`src/rtl/modular_exponentiation_assert.svh`:
```
// Assertion macros for the modular exponentiation block.
`ifndef MODULAR_EXPONENTIATION_ASSERT_SVH
`define MODULAR_EXPONENTIATION_ASSERT_SVH

// Checked on every rising edge of clk_i while rst_ni is high.
`define ME_ASSERT(name, prop, msg) \
  name: assert property (@(posedge clk_i) disable iff (!rst_ni) (prop)) else $error(msg);

// Checked on every rising edge, reset included.
`define ME_ASSERT_ALWAYS(name, prop, msg) \
  name: assert property (@(posedge clk_i) (prop)) else $error(msg);

`endif

```
`src/rtl/me_pkg.sv`:
```
// Shared constants and types of the modular exponentiation block.
package me_pkg;

  // Width of the words on the channels.
  localparam int FIELD_W = 32;
  // Operand width inside the block; only the low WIDTH bits of each field are used.
  localparam int WIDTH   = 32;
  localparam int PROD_W  = 2 * WIDTH;
  // The reduction retires two product bits per cycle, counting down from WIDTH - 1 to 0.
  localparam int CNT_W   = $clog2(WIDTH);

  typedef struct packed {
    logic start;
  } mm_req_t;

  typedef struct packed {
    logic busy;
    logic done;
  } mm_rsp_t;

endpackage

```
`src/rtl/me_if.sv`:
```
// Handshake channels of the modular exponentiation block.
interface me_in_if;
  import me_pkg::*;

  logic               valid;
  logic               ready;
  logic [FIELD_W-1:0] base_value;
  logic [FIELD_W-1:0] exponent_value;
  logic [FIELD_W-1:0] modulus_value;

  modport source (output valid, output base_value, output exponent_value,
                  output modulus_value, input ready);
  modport sink   (input valid, input base_value, input exponent_value,
                  input modulus_value, output ready);
endinterface

interface me_out_if;
  import me_pkg::*;

  logic               valid;
  logic               ready;
  logic [FIELD_W-1:0] power_result;
  logic               zero_modulus_error;

  modport source (output valid, output power_result, output zero_modulus_error,
                  input ready);
  modport sink   (input valid, input power_result, input zero_modulus_error,
                  output ready);
endinterface

```
`src/rtl/me_mulmod.sv`:
```
// Shared modular multiplier: one product, then a two-bit-per-cycle restoring reduction.
module me_mulmod (
  input  logic                   clk_i,
  input  logic                   rst_ni,
  input  me_pkg::mm_req_t        req_i,
  input  logic [me_pkg::WIDTH-1:0] opa_i,
  input  logic [me_pkg::WIDTH-1:0] opb_i,
  input  logic [me_pkg::WIDTH-1:0] mod_i,
  output me_pkg::mm_rsp_t        rsp_o,
  output logic [me_pkg::WIDTH-1:0] res_o
);
  import me_pkg::*;

  localparam logic [1:0] MM_IDLE = 2'd0;
  localparam logic [1:0] MM_RED  = 2'd1;
  localparam logic [1:0] MM_DONE = 2'd2;

  localparam logic [CNT_W-1:0] CNT_LAST = CNT_W'(WIDTH - 1);

  logic [1:0]        state_q, state_d;
  logic [CNT_W-1:0]  cnt_q, cnt_d;
  logic [PROD_W-1:0] prod_q, prod_d;
  logic [WIDTH-1:0]  rem_q, rem_d;
  logic [PROD_W-1:0] prod_w;
  logic [WIDTH:0]    mod_ext;
  logic [WIDTH:0]    r1, r2;

  assign prod_w  = PROD_W'(opa_i) * PROD_W'(opb_i);
  assign mod_ext = {1'b0, mod_i};

  // The partial remainder stays below the modulus, so each shifted value is
  // below twice the modulus and one conditional subtract restores it.
  always_comb begin
    r1 = {rem_q, prod_q[PROD_W-1]};
    if (r1 >= mod_ext) begin
      r1 = r1 - mod_ext;
    end
    r2 = {r1[WIDTH-1:0], prod_q[PROD_W-2]};
    if (r2 >= mod_ext) begin
      r2 = r2 - mod_ext;
    end
  end

  always_comb begin
    state_d = state_q;
    cnt_d   = cnt_q;
    prod_d  = prod_q;
    rem_d   = rem_q;
    unique case (state_q)
      MM_IDLE: begin
        if (req_i.start) begin
          prod_d  = prod_w;
          rem_d   = '0;
          cnt_d   = CNT_LAST;
          state_d = MM_RED;
        end
      end
      MM_RED: begin
        prod_d = {prod_q[PROD_W-3:0], 2'b00};
        rem_d  = r2[WIDTH-1:0];
        cnt_d  = cnt_q - 1'b1;
        if (cnt_q == '0) begin
          state_d = MM_DONE;
        end
      end
      MM_DONE: begin
        state_d = MM_IDLE;
      end
      default: begin
        state_d = MM_IDLE;
      end
    endcase
  end

  always_ff @(posedge clk_i or negedge rst_ni) begin
    if (!rst_ni) begin
      state_q <= MM_IDLE;
    end else begin
      state_q <= state_d;
    end
  end

  always_ff @(posedge clk_i) begin
    cnt_q  <= cnt_d;
    prod_q <= prod_d;
    rem_q  <= rem_d;
  end

  assign rsp_o.busy = (state_q != MM_IDLE);
  assign rsp_o.done = (state_q == MM_DONE);
  assign res_o      = rem_q;

endmodule

```
`src/rtl/modular_exponentiation.sv`:
```
// Top level of the modular exponentiation block: sequencer, operand registers, output word.
//
// Input channel in_i carries a base, an exponent and a modulus; output channel out_o
// returns base**exponent mod modulus and a zero-modulus error flag, one word per input.
// A word is taken when valid and ready are high at a rising edge of clk_i.
// The exponent is scanned from its least significant bit. Every bit below the highest
// set bit costs one squaring, and every set bit one multiply, on a single shared modular
// multiplier. One operation on that unit loads the product, reduces it two bits at a time,
// and then hands the result back from its done state, so an item takes up to two operations
// per exponent bit; a zero exponent or a zero modulus skips the unit.
// A zero modulus returns 0 with the error flag, else a zero exponent returns 1.
// in_i.ready is high only while no item is in work; the next item is taken while a
// finished word still waits in the output register.
// If the receiver stalls, the finished item waits until the output register frees.
// Reset (rst_ni, asynchronous, active low) empties the output register and idles the
// sequencer; nothing else needs clearing.
`include "modular_exponentiation_assert.svh"

module modular_exponentiation (
  input logic clk_i,
  input logic rst_ni,
  me_in_if.sink    in_i,
  me_out_if.source out_o
);
  import me_pkg::*;

  localparam logic [2:0] S_IDLE = 3'd0;
  localparam logic [2:0] S_STEP = 3'd1;
  localparam logic [2:0] S_MUL  = 3'd2;
  localparam logic [2:0] S_SQR  = 3'd3;
  localparam logic [2:0] S_DONE = 3'd4;

  logic [2:0]         state_q, state_d;
  logic [WIDTH-1:0]   base_q, base_d;
  logic [WIDTH-1:0]   exp_q, exp_d;
  logic [WIDTH-1:0]   mod_q, mod_d;
  logic [WIDTH-1:0]   acc_q, acc_d;
  logic               err_q, err_d;
  logic               out_valid_q, out_valid_d;
  logic [FIELD_W-1:0] out_res_q;
  logic               out_err_q;

  logic               in_acc;
  logic               out_ld;
  logic               square;
  logic [WIDTH-1:0]   in_base, in_exp, in_mod;
  logic [WIDTH-1:0]   mm_res;
  mm_req_t            mm_req;
  mm_rsp_t            mm_rsp;

  assign in_base = in_i.base_value[WIDTH-1:0];
  assign in_exp  = in_i.exponent_value[WIDTH-1:0];
  assign in_mod  = in_i.modulus_value[WIDTH-1:0];

  assign in_i.ready = (state_q == S_IDLE);
  assign in_acc     = in_i.valid && in_i.ready;
  assign out_ld     = (state_q == S_DONE) && (!out_valid_q || out_o.ready);

  me_mulmod u_mulmod (
    .clk_i  (clk_i),
    .rst_ni (rst_ni),
    .req_i  (mm_req),
    .opa_i  (square ? base_q : acc_q),
    .opb_i  (base_q),
    .mod_i  (mod_q),
    .rsp_o  (mm_rsp),
    .res_o  (mm_res)
  );

  always_comb begin
    state_d      = state_q;
    base_d       = base_q;
    exp_d        = exp_q;
    mod_d        = mod_q;
    acc_d        = acc_q;
    err_d        = err_q;
    mm_req.start = 1'b0;
    square       = 1'b1;
    unique case (state_q)
      S_IDLE: begin
        if (in_acc) begin
          base_d = in_base;
          exp_d  = in_exp;
          mod_d  = in_mod;
          err_d  = (in_mod == '0);
          acc_d  = (in_mod == '0) ? '0 : WIDTH'(1);
          if ((in_mod == '0) || (in_exp == '0)) begin
            state_d = S_DONE;
          end else begin
            state_d = S_STEP;
          end
        end
      end
      S_STEP: begin
        mm_req.start = 1'b1;
        if (exp_q[0]) begin
          square  = 1'b0;
          state_d = S_MUL;
        end else begin
          state_d = S_SQR;
        end
      end
      S_MUL: begin
        square = 1'b0;
        if (mm_rsp.done) begin
          acc_d    = mm_res;
          exp_d[0] = 1'b0;
          // The squaring after the top set bit would not change the result.
          if (exp_q[WIDTH-1:1] == '0) begin
            state_d = S_DONE;
          end else begin
            state_d = S_STEP;
          end
        end
      end
      S_SQR: begin
        if (mm_rsp.done) begin
          base_d  = mm_res;
          exp_d   = {1'b0, exp_q[WIDTH-1:1]};
          state_d = S_STEP;
        end
      end
      S_DONE: begin
        if (out_ld) begin
          state_d = S_IDLE;
        end
      end
      default: begin
        state_d = S_IDLE;
      end
    endcase
  end

  always_comb begin
    out_valid_d = out_valid_q;
    if (out_ld) begin
      out_valid_d = 1'b1;
    end else if (out_o.ready) begin
      out_valid_d = 1'b0;
    end
  end

  always_ff @(posedge clk_i or negedge rst_ni) begin
    if (!rst_ni) begin
      state_q     <= S_IDLE;
      out_valid_q <= 1'b0;
    end else begin
      state_q     <= state_d;
      out_valid_q <= out_valid_d;
    end
  end

  always_ff @(posedge clk_i) begin
    base_q <= base_d;
    exp_q  <= exp_d;
    mod_q  <= mod_d;
    acc_q  <= acc_d;
    err_q  <= err_d;
    if (out_ld) begin
      out_res_q <= FIELD_W'(acc_q);
      out_err_q <= err_q;
    end
  end

  assign out_o.valid              = out_valid_q;
  assign out_o.power_result       = out_res_q;
  assign out_o.zero_modulus_error = out_err_q;

  `ME_ASSERT(a_ready_unit_idle, in_i.ready |-> !mm_rsp.busy, "input ready while unit busy")
  `ME_ASSERT(a_done_when_waiting, mm_rsp.done |-> (state_q == S_MUL || state_q == S_SQR), "unit done with no waiter")
  `ME_ASSERT(a_err_zero_result, (out_o.valid && out_o.zero_modulus_error) |-> (out_o.power_result == '0), "error word with nonzero result")
  `ME_ASSERT_ALWAYS(a_reset_empty, !rst_ni |=> !out_o.valid || !$past(rst_ni), "output valid right after reset")

endmodule
```
`src/flat_wrapper.sv`:
```
// flat-port wrapper written by rule: the top's interface ports become plain ports
module modular_exponentiation_flat import me_pkg::*;
  (clk_i, rst_ni, in_i_valid, in_i_base_value, in_i_exponent_value, in_i_modulus_value, in_i_ready, out_o_valid, out_o_power_result, out_o_zero_modulus_error, out_o_ready);
  me_in_if in_i_i ();
  me_out_if out_o_i ();
  input logic clk_i;
  input logic rst_ni;
  input wire logic [$bits(in_i_i.valid)-1:0] in_i_valid;
  input wire logic [$bits(in_i_i.base_value)-1:0] in_i_base_value;
  input wire logic [$bits(in_i_i.exponent_value)-1:0] in_i_exponent_value;
  input wire logic [$bits(in_i_i.modulus_value)-1:0] in_i_modulus_value;
  output wire logic [$bits(in_i_i.ready)-1:0] in_i_ready;
  output wire logic [$bits(out_o_i.valid)-1:0] out_o_valid;
  output wire logic [$bits(out_o_i.power_result)-1:0] out_o_power_result;
  output wire logic [$bits(out_o_i.zero_modulus_error)-1:0] out_o_zero_modulus_error;
  input wire logic [$bits(out_o_i.ready)-1:0] out_o_ready;
  assign in_i_i.valid = in_i_valid;
  assign in_i_i.base_value = in_i_base_value;
  assign in_i_i.exponent_value = in_i_exponent_value;
  assign in_i_i.modulus_value = in_i_modulus_value;
  assign in_i_ready = in_i_i.ready;
  assign out_o_valid = out_o_i.valid;
  assign out_o_power_result = out_o_i.power_result;
  assign out_o_zero_modulus_error = out_o_i.zero_modulus_error;
  assign out_o_i.ready = out_o_ready;
  modular_exponentiation u_core (.clk_i(clk_i), .rst_ni(rst_ni), .in_i(in_i_i), .out_o(out_o_i));
endmodule
```
`config.mk`:
```
export PLATFORM = sky130hd
export DESIGN_NAME = modular_exponentiation_flat
export DESIGN_NICKNAME = d
export VERILOG_FILES = /design/src/rtl/me_pkg.sv /design/src/rtl/me_if.sv /design/src/rtl/me_mulmod.sv /design/src/rtl/modular_exponentiation.sv /design/src/flat_wrapper.sv
export VERILOG_INCLUDE_DIRS = /design/src /design/src/rtl
export SDC_FILE = /design/constraint.sdc
export NUM_CORES = 2
export LEC_CHECK = 0
export ABC_AREA = 0
export BUFFER_PORTS_ARGS = -buffer_cell sky130_fd_sc_hd__buf_4
export CAP_MARGIN = 40
export CORE_UTILIZATION = 45
export DETAILED_ROUTE_END_ITERATION = 8
export RECOVER_POWER = 100
export SYNTH_ARGS = -nofsm -noshare
export SYNTH_HDL_FRONTEND = slang
export SYNTH_SLANG_ARGS = --single-unit
```
`constraint.sdc`:
```
create_clock -name clk_i -period 8.45 [get_ports clk_i]
set_input_delay 0.4225 -clock clk_i [delete_from_list [all_inputs] [get_ports clk_i]]
set_output_delay 0.4225 -clock clk_i [all_outputs]
set_load 0.005 [all_outputs]
```
==> results.toml <==
[cells_and_area]
drive_gt1_share_pct = 17.6
nets = 6770
register_area_um2 = 8050
multi_input_area_um2 = 37000
utilization_pct = 53.7
syn_to_final_growth_pct = 17.6
fillers = 9436

[power]
leakage_uw = 0.0265
peakVddDrop_mv = 0.158
power.density_nw_per_um2 = 47.4

[clocking]
clk_pin_slew_ns = 0.08
cts-htree-levels = 1
root_buffer = "clkbuf_16"
numCtsBuffers = 26
cts_buffer_depth = 3
clk_latency_ns = 0.59
tritoncts = "yes"
clock-sinks = 269

[critical_path]
required_ns = 8.78
end_kind = "flop"
worst_path_most_repeated_cell = "fa_1"
worst_ep_arrival_time_ns = 9.27
rr_worst_depth = 31
regToRegSetupSlack_ns = -0.49
reg2reg_from = "u_core.state_q[1]$_DFFE_PN0P_"
timing.rr.end = "u_core.u_mulmod.prod_q[58]$_DFFE_PP_"
crit_path_start_kind = "flop"
max_stage_delay_ns = 0.61
cp_max_fo = 7
crit_slowest_cell = "fa_1"
critical_path_class = "flop to flop"

[sta]
finalHoldViolations = 0
rsz0062_at_grt = "true"
tightest_slew_ns = 1.04
finalClockSkew_ns = 0.0262
maxSlewViolCount = 0
post-route-period-util_pct = 106
slew_headroom_pct = 30.3
worst_slack_ns = -0.494
fmax_mhz = 112
holdWs_ns = 0.0518
setup_violations = 22
fin_crit_ns = 8.94
fin_setup_tns_ns = -4.73

[routing]
num_vias = 36774
first_pass_iters = 6
ant_nets = 0
wl_per_cell_um = 21.1
drtIter0Drc = 2390
drc_errors = 0
drt_wl_total_um = 145000
via_per_inst = 5.37

[floorplanning]
start_util_pct = 45.7
rows = 119
die_width_um = 330
io_pins = 135
coreArea_um2 = 106000
dieArea_um2 = 109000
die_h_um = 330

[min_path]
hold-path-endpoint = "u_core.mod_q[6]$_DFFE_PP_"
min_path_cells = 1
hold_class = "primary input to flop"
hold_start = "in_i_modulus_value[6]"

[global_route]
grt_pass1_vias = 39049
grt_pass1_wl_um = 227000
gr-usage-all-layers_pct = 27.3
grt_overflow_total = 0
antenna_found_initial = 6
grt_max_degree = 91

[synthesis]
synth.top_cell.area_share_pct = 37.2
synth.most_common_cell = "inv_1"
synth_seq_cells = 269
async_flop_share_pct = 2.23
ys.warnings.count = 0
synth_edf_count = 263
synth_cells = 5076
ys_types = 91
synth.top_cells.by_count = "inv_1 (904), fa_1 (898), nand2_1 (660), and2_1 (621), ha_1 (328)"
ys_seq_area_share_pct = 16.6
synth_area_um2 = 48300
synth_area_leaders = "fa_1 (37%), edfxtp_1 (16%), ha_1 (8.5%), and2_1 (8.0%), inv_1 (7.0%)"
yosysTopAreaCell = "fa_1"
syn_avg_cell_area_um2 = 9.52
synth_ff_type = "edfxtp_1"
syn_nets = 6402

[placed_design]
portBuffers = 134
place.gp.congestion = 0.941
hpwl_um = 115000

[status]
status = "finished, violations left"
failed_checks = "setup timing"

[flow_run]
maxCapViolCount = 0
==> layer usage <==
layer | routed length, um | GRT usage (%) | vias to the layer above
met5 | 11 | 0 | -
met4 | 4430 | 7.55 | 2
met3 | 9400 | 2.56 | 196
met2 | 68600 | 45.3 | 1221
met1 | 62100 | 38.2 | 18784
li1 | - | - | 16571
==> cell usage in the layout (no fill, tap or decap), types with 36 or more instances in the layout <==
cell / n
inv_1: 888
fa_1: 854
nand2_1: 610
and2_1: 601
buf_4: 454
ha_1: 308
edfxtp_1: 263
a21oi_1: 171
nor2_1: 120
o21ai_0: 99
buf_12: 69
a21o_1: 62
mux2_2: 62
xnor2_1: 55
nand3_1: 48
xor2_1: 48
fa_2: 44
nand2_2: 36
==> flip-flops by register name, summed over array words and instances, names as in the netlist, 2 cells and up <==
register                   flops
u_core.mod_q                  32
u_core.u_mulmod.prod_q        64
u_core.u_mulmod.res_o         32
u_core.u_mulmod.state_q        2
u_core.out_o.power_result     32
u_core.state_q                 3
u_core.exp_q                  32
u_core.acc_q                  32
u_core.u_mulmod.cnt_q          5
u_core.base_q                 32
==> report_power, final <==
part / total [uW] / internal, uW / leakage [uW] / switching, uW
Clock: 1200 / 636 / 0.000403 / 568
Sequential: 1440 / 1440 / 0.00248 / 0.0000000000000319
Combinational: 49.8 / 28.7 / 0.0237 / 21.1
Total: 2700 / 2110 / 0.0265 / 589
==> cells by family after synthesis <==
family	Yosys count	synth area share [%]
compound gates	583	7.74
xor+xnor	110	1.99
fa+ha+maj	1226	45.7
buf+inv	1184	9.36
flops	269	16.6
mux	66	1.53
simple gates	1638	17.0
==> metrics by stage <==
step / cell area, um2 / setup slack, ns / cells / power (uW)
global route: 56900 / -0.716 / 6852 / 2750
finish: 56900 / -0.494 / 6854 / 2700
CTS: 56200 / -0.380 / 6824 / 2720
floorplan: 48300 / 0.289 / 5076 / 1470
detailed placement: 53700 / -0.785 / 6708 / 1520
global placement: 53600 / -0.749 / 6702 / 1520
==> cell type report <==
class,instances,area share [%]
antenna,2,0.00880
clock buffer,28,1.16
clock inverter,17,0.317
inverter,904,5.97
multi-input combinational,3623,65.1
sequential,269,14.2
tap,1391,3.06
timing repair buffer,620,10.2
==> critical path: cells and delay by family, from the launching register on <==
kind            cells  cell delay [ns]
xor+xnor            1             0.18
fa+ha+maj           9             4.39
compound gates      9             1.73
simple gates        5             0.94
flops               1             0.40
buf+inv             7             1.02
==> repair_timing <==
item,4_1_cts,5_1_grt
gates resized for setup,200,145
endpoints found under the hold margin,13,0
hold buffers,8,0
pin swaps,96,99
cloned,6,3
buffers inserted,62,29
setup endpoints to repair,24,38
==> worst max path at each step <==
stage / start / to / slack (ns) / depth (start not counted)
floorplan: u_core.state_q[1]$_DFFE_PN0P_ / u_core.u_mulmod.prod_q[58]$_DFFE_PP_ / 0.29 / 30
global placement: u_core.state_q[0]$_DFFE_PN0P_ / u_core.u_mulmod.prod_q[62]$_DFFE_PP_ / -0.75 / 33
detailed placement: u_core.state_q[0]$_DFFE_PN0P_ / u_core.u_mulmod.prod_q[62]$_DFFE_PP_ / -0.79 / 34
CTS: u_core.state_q[1]$_DFFE_PN0P_ / u_core.u_mulmod.prod_q[58]$_DFFE_PP_ / -0.38 / 33
global route: u_core.state_q[1]$_DFFE_PN0P_ / u_core.u_mulmod.prod_q[58]$_DFFE_PP_ / -0.72 / 31
finish: u_core.state_q[1]$_DFFE_PN0P_ / u_core.u_mulmod.prod_q[58]$_DFFE_PP_ / -0.49 / 31
(Power assumes the default switching activity.)
